$ cat config.mk
export PLATFORM = sky130hd
export DESIGN_NAME = mccr_stat_mem
export DESIGN_NICKNAME = d
export VERILOG_FILES = /design/src/sv/mccr_pkg.sv /design/src/sv/mccr_stat_mem.sv
export SDC_FILE = /design/constraint.sdc
export NUM_CORES = 1
export LEC_CHECK = 0
export ABC_AREA = 1
export ABC_CLOCK_PERIOD_IN_PS = 1300
export BUFFER_PORTS_ARGS = -buffer_cell sky130_fd_sc_hd__buf_2
export CORE_ASPECT_RATIO = 1.1
export CORE_MARGIN = 5
export CORE_UTILIZATION = 40
export DETAILED_ROUTE_END_ITERATION = 8
export GPL_TIMING_DRIVEN = 1
export PLACE_DENSITY_LB_ADDON = 0.25
export SLEW_MARGIN = 5
export SYNTH_ARGS = -nofsm -noshare
export SYNTH_HDL_FRONTEND = slang
export SYNTH_SLANG_ARGS = --single-unit
$ cat constraint.sdc
create_clock -name clock -period 1.3 [get_ports clock]
set_input_delay 0.195 -clock clock [delete_from_list [all_inputs] [get_ports clock]]
set_output_delay 0.195 -clock clock [all_outputs]
set_load 0.01 [all_outputs]
$ cat src/sv/mccr_pkg.sv
// ----------------------------------------------------------------------------
// mccr_pkg: shared types for the map cache clock replacement block
// Request and response payloads, slot status bits, tag entries and
// controller states.
// ----------------------------------------------------------------------------
package mccr_pkg;

   localparam int unsigned SLOT_W = 8;
   localparam int unsigned TAG_W  = 32;

   localparam logic MODE_TOUCH = 1'b0;
   localparam logic MODE_ALLOC = 1'b1;

   typedef struct packed {
      logic              mode;
      logic [SLOT_W-1:0] slot;
      logic              is_write;
      logic [TAG_W-1:0]  new_tag;
      logic              new_kind;
   } req_type;

   typedef struct packed {
      logic [SLOT_W-1:0] chosen_slot;
      logic              evicted;
      logic              victim_dirty;
      logic [TAG_W-1:0]  victim_tag;
      logic              victim_kind;
   } rsp_type;

   typedef struct packed {
      logic referenced;
      logic dirty;
   } stat_type;

   typedef struct packed {
      logic [TAG_W-1:0] tag;
      logic             kind;
   } tag_entry_type;

   typedef enum logic [1:0] {
      ST_CLEAR,
      ST_IDLE,
      ST_SWEEP,
      ST_RESP
   } state_type;

endpackage

$ cat src/sv/mccr_stat_mem.sv
// ----------------------------------------------------------------------------
// mccr_stat_mem: slot status memory
// One write port with per-bit enables, one registered read port.
// ----------------------------------------------------------------------------
module mccr_stat_mem #(
   parameter int unsigned SLOTS = 256,
   parameter int unsigned IDX_W = 8
) (
   input  logic                clock,
   input  mccr_pkg::stat_type  wr_en,
   input  logic [IDX_W-1:0]    wr_addr,
   input  mccr_pkg::stat_type  wr_data,
   input  logic [IDX_W-1:0]    rd_addr,
   output mccr_pkg::stat_type  rd_data
);

   mccr_pkg::stat_type mem [SLOTS];
   mccr_pkg::stat_type rd_data_ff;

   always_ff @(posedge clock) begin
      rd_data_ff <= mem[rd_addr];
      if (wr_en.referenced) begin
         mem[wr_addr].referenced <= wr_data.referenced;
      end
      if (wr_en.dirty) begin
         mem[wr_addr].dirty <= wr_data.dirty;
      end
   end

   assign rd_data = rd_data_ff;

endmodule

---- Word level (Yosys, flattened, before mapping) ----
Memories as Yosys holds them, arrays and structs flattened. A register that Yosys moved wholly into a read port is not among the register bits.
Cells that the tools add are included.
word-level totals
  register bits ........................... 0
  bits in writable memories ............... 512
  bits of input ports ..................... 21
  output and inout port bits .............. 2
  word-level logic and storage cells ...... 5
  memories ................................ 1
cells by class
  muxes and demuxes ....................... 4
memories
  name  words  width  rd ports  clocked after Yosys merged registers in  write ports  RTL line             text
  mem   256    2      1         1                                        1            mccr_stat_mem.sv:17  mccr_pkg::stat_type mem [SLOTS];
operators with widths
  cell              number
  1-bit 2-to-1 mux  4

---- Longest topological paths before layout ----
  depth after elaboration ................. 2
  gate-level depth with buffers ........... 14
  gate-level depth less buffers ........... 11

---- Least setup slack after synthesis ----
OpenSTA, ideal clock, no wires.
  kind .................................... input-to-reg
  start point ............................. in rd_addr[0]
  end point ............................... reg, netlist name rd_data[0]
  library setup time ...................... 113 ps
  arrival ................................. 1202 ps
  data required time ...................... 1187 ps
  setup slack ............................. -15 ps
  cell stages on the path ................. 13
  path buffers ............................ 3
  path through ............................ buf_6 > buf_6 > buf_4 > nand2_1 > nand3_1 > nand3_1 > nand3_1 > nand3_1 > nand2_1 > nand2_1 > nand3_1 > nand3_1 > nand2_1
RTL lines
  item             RTL line             text
  start, declared  mccr_stat_mem.sv:13  input logic [IDX_W-1:0] rd_addr,

==> report_table.html <==
<table>
<tr><th>Metric</th><th>Value</th></tr>
<tr><th colspan="2">Status</th></tr>
<tr><td>Outcome</td><td>complete, but fails checks</td></tr>
<tr><td>Violated checks</td><td>negative setup slack</td></tr>
<tr><th colspan="2">Job</th></tr>
<tr><td>Max-cap violation count</td><td>0</td></tr>
<tr><th colspan="2">Global routing</th></tr>
<tr><td>Gr usage total</td><td>21.97%</td></tr>
<tr><td>Via count of the first global-routing pass</td><td>18142</td></tr>
<tr><td>GRT Residual Overflow</td><td>0</td></tr>
<tr><td>Maximum number of pins on one net before global-route repair</td><td>54</td></tr>
<tr><td>Initial antenna violation count</td><td>0</td></tr>
<tr><td>Wire length of the first global-routing pass</td><td>110700 um</td></tr>
<tr><th colspan="2">CTS</th></tr>
<tr><td>Reg clk slew, reported paths</td><td>70 ps</td></tr>
<tr><td>Clock Latency Late Sink</td><td>610 ps</td></tr>
<tr><td>Post-CTS Repair Setup Buffers</td><td>0</td></tr>
<tr><td>Clock Root Buffer</td><td>sky130_fd_sc_hd__clkbuf_16</td></tr>
<tr><td>CTS tree</td><td>yes</td></tr>
<tr><td>Number of buffers created by CTS</td><td>51</td></tr>
<tr><td>Total clock sinks</td><td>514</td></tr>
<tr><td>Htree depth</td><td>2</td></tr>
<tr><td>Maximum number of buffers from clock root to sink</td><td>3</td></tr>
<tr><th colspan="2">Logic synthesis</th></tr>
<tr><td>Synth unique cells</td><td>15</td></tr>
<tr><td>Part of the Yosys area used for sequential elements</td><td>64.06%</td></tr>
<tr><td>Syn_area_per_cell</td><td>10.05 um^2</td></tr>
<tr><td>Number of nets produced by synthesis</td><td>2416</td></tr>
<tr><td>Number of enable flip-flop cells after synthesis</td><td>512</td></tr>
<tr><td>Synthesis warning total</td><td>0</td></tr>
<tr><td>Mapped Area</td><td>24060 um^2</td></tr>
<tr><td>Primary FF master, synth</td><td>sky130_fd_sc_hd__edfxtp_1</td></tr>
<tr><td>Post-synthesis async set-or-reset flop share</td><td>0%</td></tr>
<tr><td>Post-synthesis instance total</td><td>2395</td></tr>
<tr><td>Yosys reg bits</td><td>514</td></tr>
<tr><th colspan="2">Detailed routing</th></tr>
<tr><td>Starting DRT DRC Count</td><td>1863</td></tr>
<tr><td>Via-to-Cell Ratio</td><td>5.815</td></tr>
<tr><td>Number of routed nets with antenna violations</td><td>0</td></tr>
<tr><td>Detailed-route via count</td><td>18567</td></tr>
<tr><td>Wire length after detailed routing</td><td>72960 um</td></tr>
<tr><td>TritonRoute pass-1 iters</td><td>5</td></tr>
<tr><td>Detailed-route wire length per cell</td><td>22.85 um</td></tr>
<tr><td>DRC violations left</td><td>0</td></tr>
<tr><th colspan="2">Setup path</th></tr>
<tr><td>Data arrival at the endpoint of the critical path</td><td>1840 ps</td></tr>
<tr><td>Max FO, Critical Path</td><td>1</td></tr>
<tr><td>Worst reg-to-reg path cell count</td><td>10</td></tr>
<tr><td>Register-to-register path setup slack</td><td>-30 ps</td></tr>
<tr><td>CP Data Required Time</td><td>1810 ps</td></tr>
<tr><td>Kind of critical path</td><td>flip-flop to flip-flop</td></tr>
<tr><td>Sort of element at the end of the critical path</td><td>flip-flop</td></tr>
<tr><td>Nature of the critical path startpoint</td><td>flip-flop</td></tr>
<tr><th colspan="2">Timing</th></tr>
<tr><td>Setup skew after layout</td><td>31.04 ps</td></tr>
<tr><td>Shortest period the worst path allows</td><td>1328 ps</td></tr>
<tr><td>Slew Limit Headroom</td><td>73.41%</td></tr>
<tr><td>Least setup slack across all paths after layout</td><td>-27.72 ps</td></tr>
<tr><td>Setup repair after global routing missed its margin</td><td>yes</td></tr>
<tr><td>Final Cycle Share</td><td>102.1%</td></tr>
<tr><td>Number of setup violations in the final report</td><td>2</td></tr>
<tr><td>Worst Tran Pin Value</td><td>398.9 ps</td></tr>
<tr><td>Max-slew violation count</td><td>0</td></tr>
<tr><td>Number of hold-slack violations in the final timing report</td><td>0</td></tr>
<tr><td>Hold Slack</td><td>32.09 ps</td></tr>
<tr><td>Maximum frequency from static timing analysis</td><td>753.2 MHz</td></tr>
<tr><th colspan="2">Worst hold path</th></tr>
<tr><td>Worst Hold Depth</td><td>4</td></tr>
<tr><td>Kind of path behind the tightest hold check</td><td>input pin to flip-flop</td></tr>
<tr><th colspan="2">Power</th></tr>
<tr><td>Total power</td><td>36.01 mW</td></tr>
<tr><td>Pwr dens</td><td>1274 nW/um^2</td></tr>
<tr><td>Leakage power figure</td><td>9.430 nW</td></tr>
<tr><td>Maximum VDD drop</td><td>1048 uV</td></tr>
<tr><th colspan="2">Placed design</th></tr>
<tr><td>Cell area after placement</td><td>26280 um^2</td></tr>
<tr><td>Final estimated routing congestion in global placement</td><td>0.8215</td></tr>
<tr><td>Count of input and output buffers</td><td>22</td></tr>
<tr><td>Half-perimeter wire length after placement</td><td>41220 um</td></tr>
<tr><th colspan="2">Floorplan</th></tr>
<tr><td>Effective utilization at floorplan</td><td>40.28%</td></tr>
<tr><td>Area of the core</td><td>59750 um^2</td></tr>
<tr><td>Chip height</td><td>267.3 um</td></tr>
<tr><td>Placement row count</td><td>94</td></tr>
<tr><td>Width of the die</td><td>243.9 um</td></tr>
<tr><td>I/O pin count</td><td>23</td></tr>
<tr><td>Total die area</td><td>65170 um^2</td></tr>
<tr><th colspan="2">Final layout</th></tr>
<tr><td>P&amp;R area growth vs syn</td><td>17.41%</td></tr>
<tr><td>Top library cells by usage in the layout, fill and taps aside</td><td>sky130_fd_sc_hd__nand2_1, sky130_fd_sc_hd__nor3_1, sky130_fd_sc_hd__edfxtp_1</td></tr>
<tr><td>Share of cells above drive strength 1</td><td>14.31%</td></tr>
<tr><td>Design area</td><td>28250 um^2</td></tr>
<tr><td>Commonest non-fill, non-tap cell in the layout</td><td>sky130_fd_sc_hd__nand2_1</td></tr>
<tr><td>Antenna cells</td><td>0</td></tr>
<tr><td>Nets</td><td>2407</td></tr>
<tr><td>Utilization after layout</td><td>47.29%</td></tr>
</table>
-- metrics by stage --
stage / setup slack (ps) / cells / TNS (ps)
floorplan: 0.2354 / 2395 / 0
CTS: -22.38 / 3193 / -51.76
finish: -27.72 / 3193 / -40.58
detailed placement: -544.9 / 3098 / -105000
global route: -102.5 / 3193 / -219.9
global placement: -554.5 / 3098 / -95700
-- per-layer routing --
| layer | vias up | track usage (%) | share of wire [%] |
|---|---|---|---|
| met5 | - | 0 | 0 |
| met4 | 0 | 8.464 | 3.6 |
| met3 | 138 | 3.064 | 6.5 |
| met2 | 710 | 37.10 | 49 |
| met1 | 9184 | 29.06 | 41 |
| li1 | 8535 | - | - |
-- timing repair --
item,4_1_cts,5_1_grt
resized for setup,49,32
setup endpoints to repair,4,4
endpoints found under the hold margin,23,0
hold buffers,3,0
pin swaps,24,11
-- Yosys cell counts (2+ instances only) --
library cell               instances  area (um^2)
sky130_fd_sc_hd__inv_1            20        75.07
sky130_fd_sc_hd__buf_4            19        142.6
sky130_fd_sc_hd__nor3_1          512         2562
sky130_fd_sc_hd__clkbuf_1        155        581.8
sky130_fd_sc_hd__nand2_1         582         2185
sky130_fd_sc_hd__edfxtp_1        512        15370
sky130_fd_sc_hd__buf_6            25        281.5
sky130_fd_sc_hd__nor2_1           12        45.04
sky130_fd_sc_hd__nand3_1         492         2462
sky130_fd_sc_hd__buf_2            46        230.2
sky130_fd_sc_hd__dfxtp_1           2        40.04
sky130_fd_sc_hd__buf_1            15        56.30
-- cell type report --
type / count / area [um^2]
tap: 768 / 960.9
sequential: 514 / 15420
fill: 5473 / 31490
timing repair buffer: 199 / 2584
clock buffer: 63 / 1321
inverter: 22 / 107.6
multi-input combinational: 1598 / 7612
clock inverter: 29 / 246.5
-- power by group --
group / internal (mW) / leakage, nW / switching, mW / total [mW]
logic: 1.11 / 4.05 / 2.32 / 3.42
clock network: 7.99 / 0.763 / 6.31 / 14.3
registers: 18.3 / 4.62 / 0.0234 / 18.3
-- worst max-delay path, cell delays in order (launching register included) --
cell,delay (ps)
sky130_fd_sc_hd__edfxtp_1,380
sky130_fd_sc_hd__nand2_1,80
sky130_fd_sc_hd__nand3_1,80
sky130_fd_sc_hd__nand3_1,90
sky130_fd_sc_hd__nand3_1,140
sky130_fd_sc_hd__nand3_1,130
sky130_fd_sc_hd__nand2_1,60
sky130_fd_sc_hd__nand2_1,60
sky130_fd_sc_hd__nand3_1,80
sky130_fd_sc_hd__nand3_1,70
sky130_fd_sc_hd__nand2_1,60
-- flip-flops by register name, indices dropped and copies added, names as in the netlist --
register  count
mem         512
rd_data       2
-- cells by family (layout without fill, tap and decap cells) --
family | Yosys count | after routing | share of synthesized area [%]
DFF | 514 | 514 | 64.06
buffers and inverters | 283 | 313 | 5.797
and+or+nand+nor | 1598 | 1598 | 30.15
-- final timing paths --
path,start,end
min,rd_addr[6],rd_data[0]
min reg2reg,mem[185][1],rd_data[1]
max reg2reg,mem[47][1],rd_data[1]
max,mem[47][1],rd_data[1]
(Power assumes the default switching activity.)
