`src/sv/mccr_pkg.sv`:
```
// ----------------------------------------------------------------------------
// mccr_pkg: shared types for the map cache clock replacement block
// Request and response payloads, slot status bits, tag entries and
// controller states.
// ----------------------------------------------------------------------------
package mccr_pkg;

   localparam int unsigned SLOT_W = 8;
   localparam int unsigned TAG_W  = 32;

   localparam logic MODE_TOUCH = 1'b0;
   localparam logic MODE_ALLOC = 1'b1;

   typedef struct packed {
      logic              mode;
      logic [SLOT_W-1:0] slot;
      logic              is_write;
      logic [TAG_W-1:0]  new_tag;
      logic              new_kind;
   } req_type;

   typedef struct packed {
      logic [SLOT_W-1:0] chosen_slot;
      logic              evicted;
      logic              victim_dirty;
      logic [TAG_W-1:0]  victim_tag;
      logic              victim_kind;
   } rsp_type;

   typedef struct packed {
      logic referenced;
      logic dirty;
   } stat_type;

   typedef struct packed {
      logic [TAG_W-1:0] tag;
      logic             kind;
   } tag_entry_type;

   typedef enum logic [1:0] {
      ST_CLEAR,
      ST_IDLE,
      ST_SWEEP,
      ST_RESP
   } state_type;

endpackage

```
`src/sv/mccr_ctrl.sv`:
```
// ----------------------------------------------------------------------------
// mccr_ctrl: clock hand sequencer
// Clears status after reset, applies touches, sweeps the hand with one
// streamed status read per cycle and fills the chosen slot.
// ----------------------------------------------------------------------------
module mccr_ctrl #(
   parameter int unsigned SLOTS = 256,
   parameter int unsigned IDX_W = 8,
   parameter int unsigned CNT_W = 9
) (
   input  logic                     clock,
   input  logic                     reset,
   input  logic                     req_valid,
   output logic                     req_ready,
   input  mccr_pkg::req_type        req_data,
   output logic                     res_valid,
   input  logic                     res_taken,
   output mccr_pkg::rsp_type        res_data,
   output mccr_pkg::stat_type       stat_wr_en,
   output logic [IDX_W-1:0]         stat_wr_addr,
   output mccr_pkg::stat_type       stat_wr_data,
   output logic [IDX_W-1:0]         stat_rd_addr,
   input  mccr_pkg::stat_type       stat_rd_data,
   output logic                     tag_en,
   output logic [IDX_W-1:0]         tag_addr,
   output mccr_pkg::tag_entry_type  tag_wr_data,
   input  mccr_pkg::tag_entry_type  tag_rd_data
);

   localparam int unsigned EXT_W = (IDX_W > mccr_pkg::SLOT_W) ? IDX_W : mccr_pkg::SLOT_W;
   localparam logic [IDX_W-1:0] LAST_IDX = IDX_W'(SLOTS - 1);
   localparam logic [CNT_W-1:0] FULL_CNT = CNT_W'(SLOTS);

   mccr_pkg::state_type state_ff, state_in;
   logic [IDX_W-1:0]    hand_ff, hand_in;
   logic [IDX_W-1:0]    pos_ff, pos_in;
   logic [CNT_W-1:0]    filled_ff, filled_in;
   mccr_pkg::req_type   req_ff, req_in;
   logic [mccr_pkg::SLOT_W-1:0] res_slot_ff, res_slot_in;
   logic                evicted_ff, evicted_in;
   logic                vdirty_ff, vdirty_in;

   logic [IDX_W-1:0] nxt_pos;
   logic [IDX_W-1:0] nxt_hand;
   logic [EXT_W-1:0] pos_ext;
   logic [EXT_W-1:0] slot_ext;
   logic             in_range;
   logic             full;

   assign nxt_pos  = (pos_ff == LAST_IDX) ? '0 : pos_ff + 1'b1;
   assign nxt_hand = (hand_ff == LAST_IDX) ? '0 : hand_ff + 1'b1;
   assign pos_ext  = EXT_W'(pos_ff);
   assign slot_ext = EXT_W'(req_data.slot);
   assign in_range = ({24'd0, req_data.slot} < 32'(SLOTS));
   assign full     = (filled_ff == FULL_CNT);

   always_ff @(posedge clock) begin
      if (reset) begin
         state_ff  <= mccr_pkg::ST_CLEAR;
         hand_ff   <= '0;
         filled_ff <= '0;
      end else begin
         state_ff  <= state_in;
         hand_ff   <= hand_in;
         filled_ff <= filled_in;
      end
   end

   always_ff @(posedge clock) begin
      pos_ff      <= pos_in;
      req_ff      <= req_in;
      res_slot_ff <= res_slot_in;
      evicted_ff  <= evicted_in;
      vdirty_ff   <= vdirty_in;
   end

   always_comb begin
      state_in     = state_ff;
      hand_in      = hand_ff;
      pos_in       = pos_ff;
      filled_in    = filled_ff;
      req_in       = req_ff;
      res_slot_in  = res_slot_ff;
      evicted_in   = evicted_ff;
      vdirty_in    = vdirty_ff;
      req_ready    = 1'b0;
      res_valid    = 1'b0;
      stat_wr_en   = '0;
      stat_wr_addr = pos_ff;
      stat_wr_data = '0;
      stat_rd_addr = pos_ff;
      tag_en       = 1'b0;
      tag_addr     = pos_ff;
      tag_wr_data  = '{tag: req_ff.new_tag, kind: req_ff.new_kind};

      res_data.chosen_slot  = res_slot_ff;
      res_data.evicted      = evicted_ff;
      res_data.victim_dirty = vdirty_ff;
      res_data.victim_tag   = evicted_ff ? tag_rd_data.tag : '0;
      res_data.victim_kind  = evicted_ff & tag_rd_data.kind;

      unique case (state_ff)
         mccr_pkg::ST_CLEAR: begin
            stat_wr_en   = '1;
            stat_wr_addr = hand_ff;
            hand_in      = nxt_hand;
            if (hand_ff == LAST_IDX) begin
               state_in = mccr_pkg::ST_IDLE;
            end
         end
         mccr_pkg::ST_IDLE: begin
            req_ready    = 1'b1;
            stat_rd_addr = hand_ff;
            if (req_valid) begin
               req_in = req_data;
               if (req_data.mode == mccr_pkg::MODE_TOUCH) begin
                  res_slot_in = req_data.slot;
                  evicted_in  = 1'b0;
                  vdirty_in   = 1'b0;
                  if (in_range) begin
                     stat_wr_en.referenced = 1'b1;
                     stat_wr_en.dirty      = req_data.is_write;
                     stat_wr_addr          = slot_ext[IDX_W-1:0];
                     stat_wr_data          = '{referenced: 1'b1, dirty: 1'b1};
                  end
                  state_in = mccr_pkg::ST_RESP;
               end else begin
                  pos_in   = hand_ff;
                  state_in = mccr_pkg::ST_SWEEP;
               end
            end
         end
         mccr_pkg::ST_SWEEP: begin
            stat_rd_addr = nxt_pos;
            if (stat_rd_data.referenced) begin
               stat_wr_en.referenced = 1'b1;
               pos_in                = nxt_pos;
            end else begin
               stat_wr_en   = '1;
               stat_wr_data = '{referenced: 1'b1, dirty: req_ff.is_write};
               hand_in      = nxt_pos;
               tag_en       = 1'b1;
               res_slot_in  = pos_ext[mccr_pkg::SLOT_W-1:0];
               evicted_in   = full;
               vdirty_in    = full & stat_rd_data.dirty;
               if (!full) begin
                  filled_in = filled_ff + 1'b1;
               end
               state_in = mccr_pkg::ST_RESP;
            end
         end
         mccr_pkg::ST_RESP: begin
            res_valid = 1'b1;
            if (res_taken) begin
               state_in = mccr_pkg::ST_IDLE;
            end
         end
         default: begin
            state_in = mccr_pkg::ST_IDLE;
         end
      endcase
   end

endmodule
```
`config.mk`:
```
export PLATFORM = sky130hd
export DESIGN_NAME = mccr_ctrl
export DESIGN_NICKNAME = d
export VERILOG_FILES = /design/src/sv/mccr_pkg.sv /design/src/sv/mccr_ctrl.sv
export SDC_FILE = /design/constraint.sdc
export NUM_CORES = 1
export LEC_CHECK = 0
export ABC_AREA = 1
export BUFFER_PORTS_ARGS = -buffer_cell sky130_fd_sc_hd__buf_4
export CAP_MARGIN = 20
export CORE_MARGIN = 1.5
export CORE_UTILIZATION = 35
export DETAILED_ROUTE_END_ITERATION = 10
export PLACE_DENSITY_LB_ADDON = 0.12
export SYNTH_ARGS = -nofsm -noshare
export SYNTH_HDL_FRONTEND = slang
export SYNTH_SLANG_ARGS = --single-unit
```
`constraint.sdc`:
```
create_clock -name clock -period 2.5 [get_ports clock]
set_input_delay 0.375 -clock clock [delete_from_list [all_inputs] [get_ports clock]]
set_output_delay 0.375 -clock clock [all_outputs]
set_load 0.02 [all_outputs]
```
Yosys cells after proc, flatten, opt, wreduce, memory -nomap -nowiden --
Index checks and enable logic that the tools add are counted.
Cells by class: $add $sub $neg 3, equality and inequality tests 13, muxes and demuxes 40, bitwise gates (word level) 4, reductions and logical operators 9
Operators with widths (number):
- $mux 8 | 11
- $pmux 8 s2 | 5
- $mux 32 | 1
- $mux 2 | 9
- $add 8x1->8 const B | 2
- $eq 8x8->1 const B | 2
- $ne 2x2->1 const B | 7
- $reduce_and 4->1 | 3
- $add 9x1->9 const B | 1
- $eq 9x9->1 const B | 1
- $mux 1 | 9
- $pmux 2 s4 | 1
- $pmux 2 s3 | 1
- $eq 2x2->1 const B | 2
- $pmux 1 s2 | 2
- $pmux 2 s2 | 1
- $reduce_and 2->1 | 2
- $reduce_bool 2->1 | 2
- $reduce_and 3->1 | 1
- $and 1x1->1 | 2
- $eq 2x1->1 const B | 1
- $logic_not 2->1 | 1
- $not 1->1 | 2
Storage, ports and cells: flip-flop bits (word level) 71, input bits 82, output and inout port bits 107, logic and storage cells 79

Depth between registers and ports, before layout --
word-level depth 4, depth in mapped cells 10, gate-level depth less buffers 10

Worst setup path after synthesis --
OpenSTA, ideal clock, no wires.
kind reg2reg, from register state_ff[1], to register evicted_ff, enable pin, library setup time 0.393 ns, arrival time 1.863 ns, data required time 2.107 ns, slack 0.243 ns, stages on the path, launching flop included 6, buffers on the path 1, period minus slack after synthesis 2.257 ns, cell sequence dfxtp_1 > inv_1 > ha_1 > buf_2 > nor2_1 > a211oi_1
On the way: longest elaborated chain between the ends 3, elaborated cells between the ends (all ways) 7, those cells by class eq/ne: 5; reduce/logical: 2
RTL lines:
- start: declaration | RTL line mccr_ctrl.sv:34 | mccr_pkg::state_type state_ff, state_in;
- start signal: assignment | RTL line mccr_ctrl.sv:59 | state_ff <= mccr_pkg::ST_CLEAR;
- start signal: assignment | RTL line mccr_ctrl.sv:63 | state_ff <= state_in;
- $eq 2x1->1 or $eq 2x2->1 (tied branches) | RTL line mccr_ctrl.sv:102 | unique case (state_ff)
- $ne 2x2->1 (no source line) or $reduce_bool 2->1 (tied branches)
- $reduce_and 4->1 (no source line) *
- end signal: assignment | RTL line mccr_ctrl.sv:73 | evicted_ff <= evicted_in;
- end: declaration | RTL line mccr_ctrl.sv:40 | logic evicted_ff, evicted_in;
Every way passes the cells marked *; elsewhere a longest branch is shown, timed or not. A chain may end at the register's enable or synchronous reset.

==> results.yml <==
sta:
  timing.fmax_ghz: 0.417
  rsz0062_at_grt: "true"
  slew_violations: 0
  period_share: 0.959
  setup_violations: 0
  slew-limit-headroom: 0.582
  fin_ws_ns: 0.102
  worst_slew_pin_slew_ns: 0.627
  post-route-min-period_ns: 2.40
  worst_clock_skew_ns: 0.00596
  hold_viol_final: 0
routing:
  viasPerCell: 4.82
  via_count: 3803
  ant_nets: 0
  wirelength_mm: 12.4
  drc_errors: 0
  dr.first_iter.drc_count: 297
  wl_per_cell_um: 15.7
  drt-pass1-iter-count: 5
yosys:
  synth_flop_cell: "edfxtp_1"
  synth.ff_latch_count: 71
  yosysMostFrequentCell: "nand2_1"
  synth_common_cells: "nand2_1 (108), inv_1 (78), edfxtp_1 (52)"
  synth_area_leaders: "edfxtp_1 (39%), nand2_1 (10%), dfxtp_1 (9.4%), inv_1 (7.2%), buf_4 (6.5%)"
  synth.top_cell.area_share: 0.386
  synth_top_cell_by_area: "edfxtp_1"
  synth_edf_count: 52
  synth_seq_area_share: 0.480
  synthArstFlopShare: 0
  syn_inst: 485
  syn_nets: 576
  synth_area_per_cell_um2: 8.34
  synth_area_mm2: 0.00404
  synth_warnings: 0
  synth_cell_types: 36
power:
  p_leak_uw: 0.00277
  p_per_area_mw_per_mm2: 938
  vdd_ir_drop_max_uv: 476
clock_network:
  cts_buffer_depth: 2
  insertion_delay_ns: 0.34
  cts_max_level: 3
  ctsHoldBuffers: 0
  clkSlewWorstSetupHoldPaths_ns: 0.06
  cts-root-buf: "clkbuf_16"
  post-cts-setup-buffer-count: 0
  cts_made_buffers: 9
  cts_sinks: 71
  tritoncts: "done"
grt:
  grt_max_degree: 35
  grt_pass1_vias: 3405
  grt_pass1_wl_mm: 18.6
  antenna_found_initial: 0
  track_usage: 0.199
  grt_remaining_overflow: 0
layout:
  fillers: 1103
  utilization: 0.498
  syn_to_final_growth_pct: 39.4
  fin_nets: 732
  final-seq-area_mm2: 0.00194
  antenna_cells: 0
  drive_gt1_frac: 0.365
  multi_input_area_mm2: 0.00145
  stdcell_area_mm2: 0.00564
worst_setup_path:
  end_kind: "output port"
  crit_path_start_kind: "flip-flop"
  path_max_fanout: 14
  required_ns: 2.12
  crit_type: "flip-flop to output port"
  crit_arrival_ns: 2.02
placement:
  place.gp.congestion: 0.865
  hpwl_mm: 9.80
  post-place-ws_ns: 0.385
  placed_area_mm2: 0.00535
  port_buffers: 188
floorplanning:
  start_util: 0.357
  rows: 39
  ioPinCount: 189
  die-area_mm2: 0.0122
  die_x_um: 110
  core-area_mm2: 0.0113
  die_y_um: 110
run:
  drv_cap: 0
hold_path:
  hold_class: "primary input to flip-flop"
outcome:
  status: "finished clean"
-- final timing paths --
path / startpoint / end / slack (ns) / cells after the start
worst max register to register: state_ff[0]$_SDFFE_PP0P_ / hand_ff[3]$_SDFFE_PP0P_ / 0.50 / 8
worst max-delay path: state_ff[1]$_SDFFE_PP0P_ / stat_wr_data[0] / 0.10 / 6
worst min register to register: filled_ff[6]$_SDFFE_PP0P_ / filled_ff[6]$_SDFFE_PP0P_ / 0.50 / 2
worst min-delay path: req_data[23] / tag_wr_data[23]$_DFFE_PP_ / 0.21 / 1
-- through the flow --
stage	hold slack, ns	power [uW]	instances	TNS [ns]
final	0.210	5290	789	0
after global placement	0.488	4050	773	0
after CTS	0.200	5320	789	0
after global routing	0.198	5570	789	-0.00521
after floorplan	0.464	3130	485	0
after detailed placement	0.490	4070	773	0
-- final cells by class --
class | count | share of cell area
clock buffers | 9 | 0.0400
clock inverters | 7 | 0.0109
inverters | 82 | 0.0553
multi-input cells | 282 | 0.258
flip-flops and latches | 71 | 0.345
well taps | 143 | 0.0317
repair buffers | 195 | 0.260
-- power by group --
| part | switching [uW] | internal, uW | total, uW |
|---|---|---|---|
| clock | 540 | 692 | 1230 |
| combinational | 1470 | 898 | 2370 |
| sequential | 161 | 1520 | 1680 |
-- registers in the layout, summed over array words and instances, names as in the netlist --
register,cells
tag_wr_data,33
filled_ff,9
res_slot_ff,8
state_ff,2
vdirty_ff,1
hand_ff,8
req_ff,1
evicted_ff,1
tag_addr,8
-- layer usage --
| layer | vias up | GRT usage | wire length, um | share of wire |
|---|---|---|---|---|
| met3 | 17 | 0.0664 | 1140 | 0.092 |
| met5 | - | 0 | 0 | 0 |
| met1 | 1730 | 0.234 | 4680 | 0.38 |
| li1 | 1869 | - | - | - |
| met2 | 187 | 0.342 | 6380 | 0.51 |
| met4 | 0 | 0.0624 | 214 | 0.017 |
-- cells in the final DEF, fill, tap and decap left out, types with 2 or more instances in the layout --
cell type and n:
o21ai_0 33, nor2_2 6, a31oi_1 5, inv_6 4
nand4_1 5, clkinvlp_4 3, inv_1 77, clkbuf_16 9
dfxtp_1 19, inv_2 4, edfxtp_1 52, buf_4 195
a21oi_1 27, o221ai_1 8, nand2_2 4, nand3_1 19
o21ai_1 5, ha_1 9, o21ai_2 3, nand2_1 108
a21oi_2 2, a22oi_1 6, nor2_1 27, xor2_1 3
-- cell families after synthesis --
group,count (synthesis),share of synthesized area
flops,71,0.480
compound gates,92,0.133
simple gates,178,0.192
xor+xnor,3,0.00650
fa+ha+maj,9,0.0278
buf+inv,132,0.161
-- worst max-delay path: stages, from the launching register on --
cell and delay [ns]:
dfxtp_1 0.40, inv_1 0.09, ha_1 0.36, inv_1 0.25
a21oi_1 0.28, o21a_1 0.16, buf_4 0.14
-- what timing repair did --
action,CTS,global route
resized for setup,1,0
setup endpoints to repair,1,1
cloned,0,0
No activity file was read; power rests on OpenSTA's default activity.
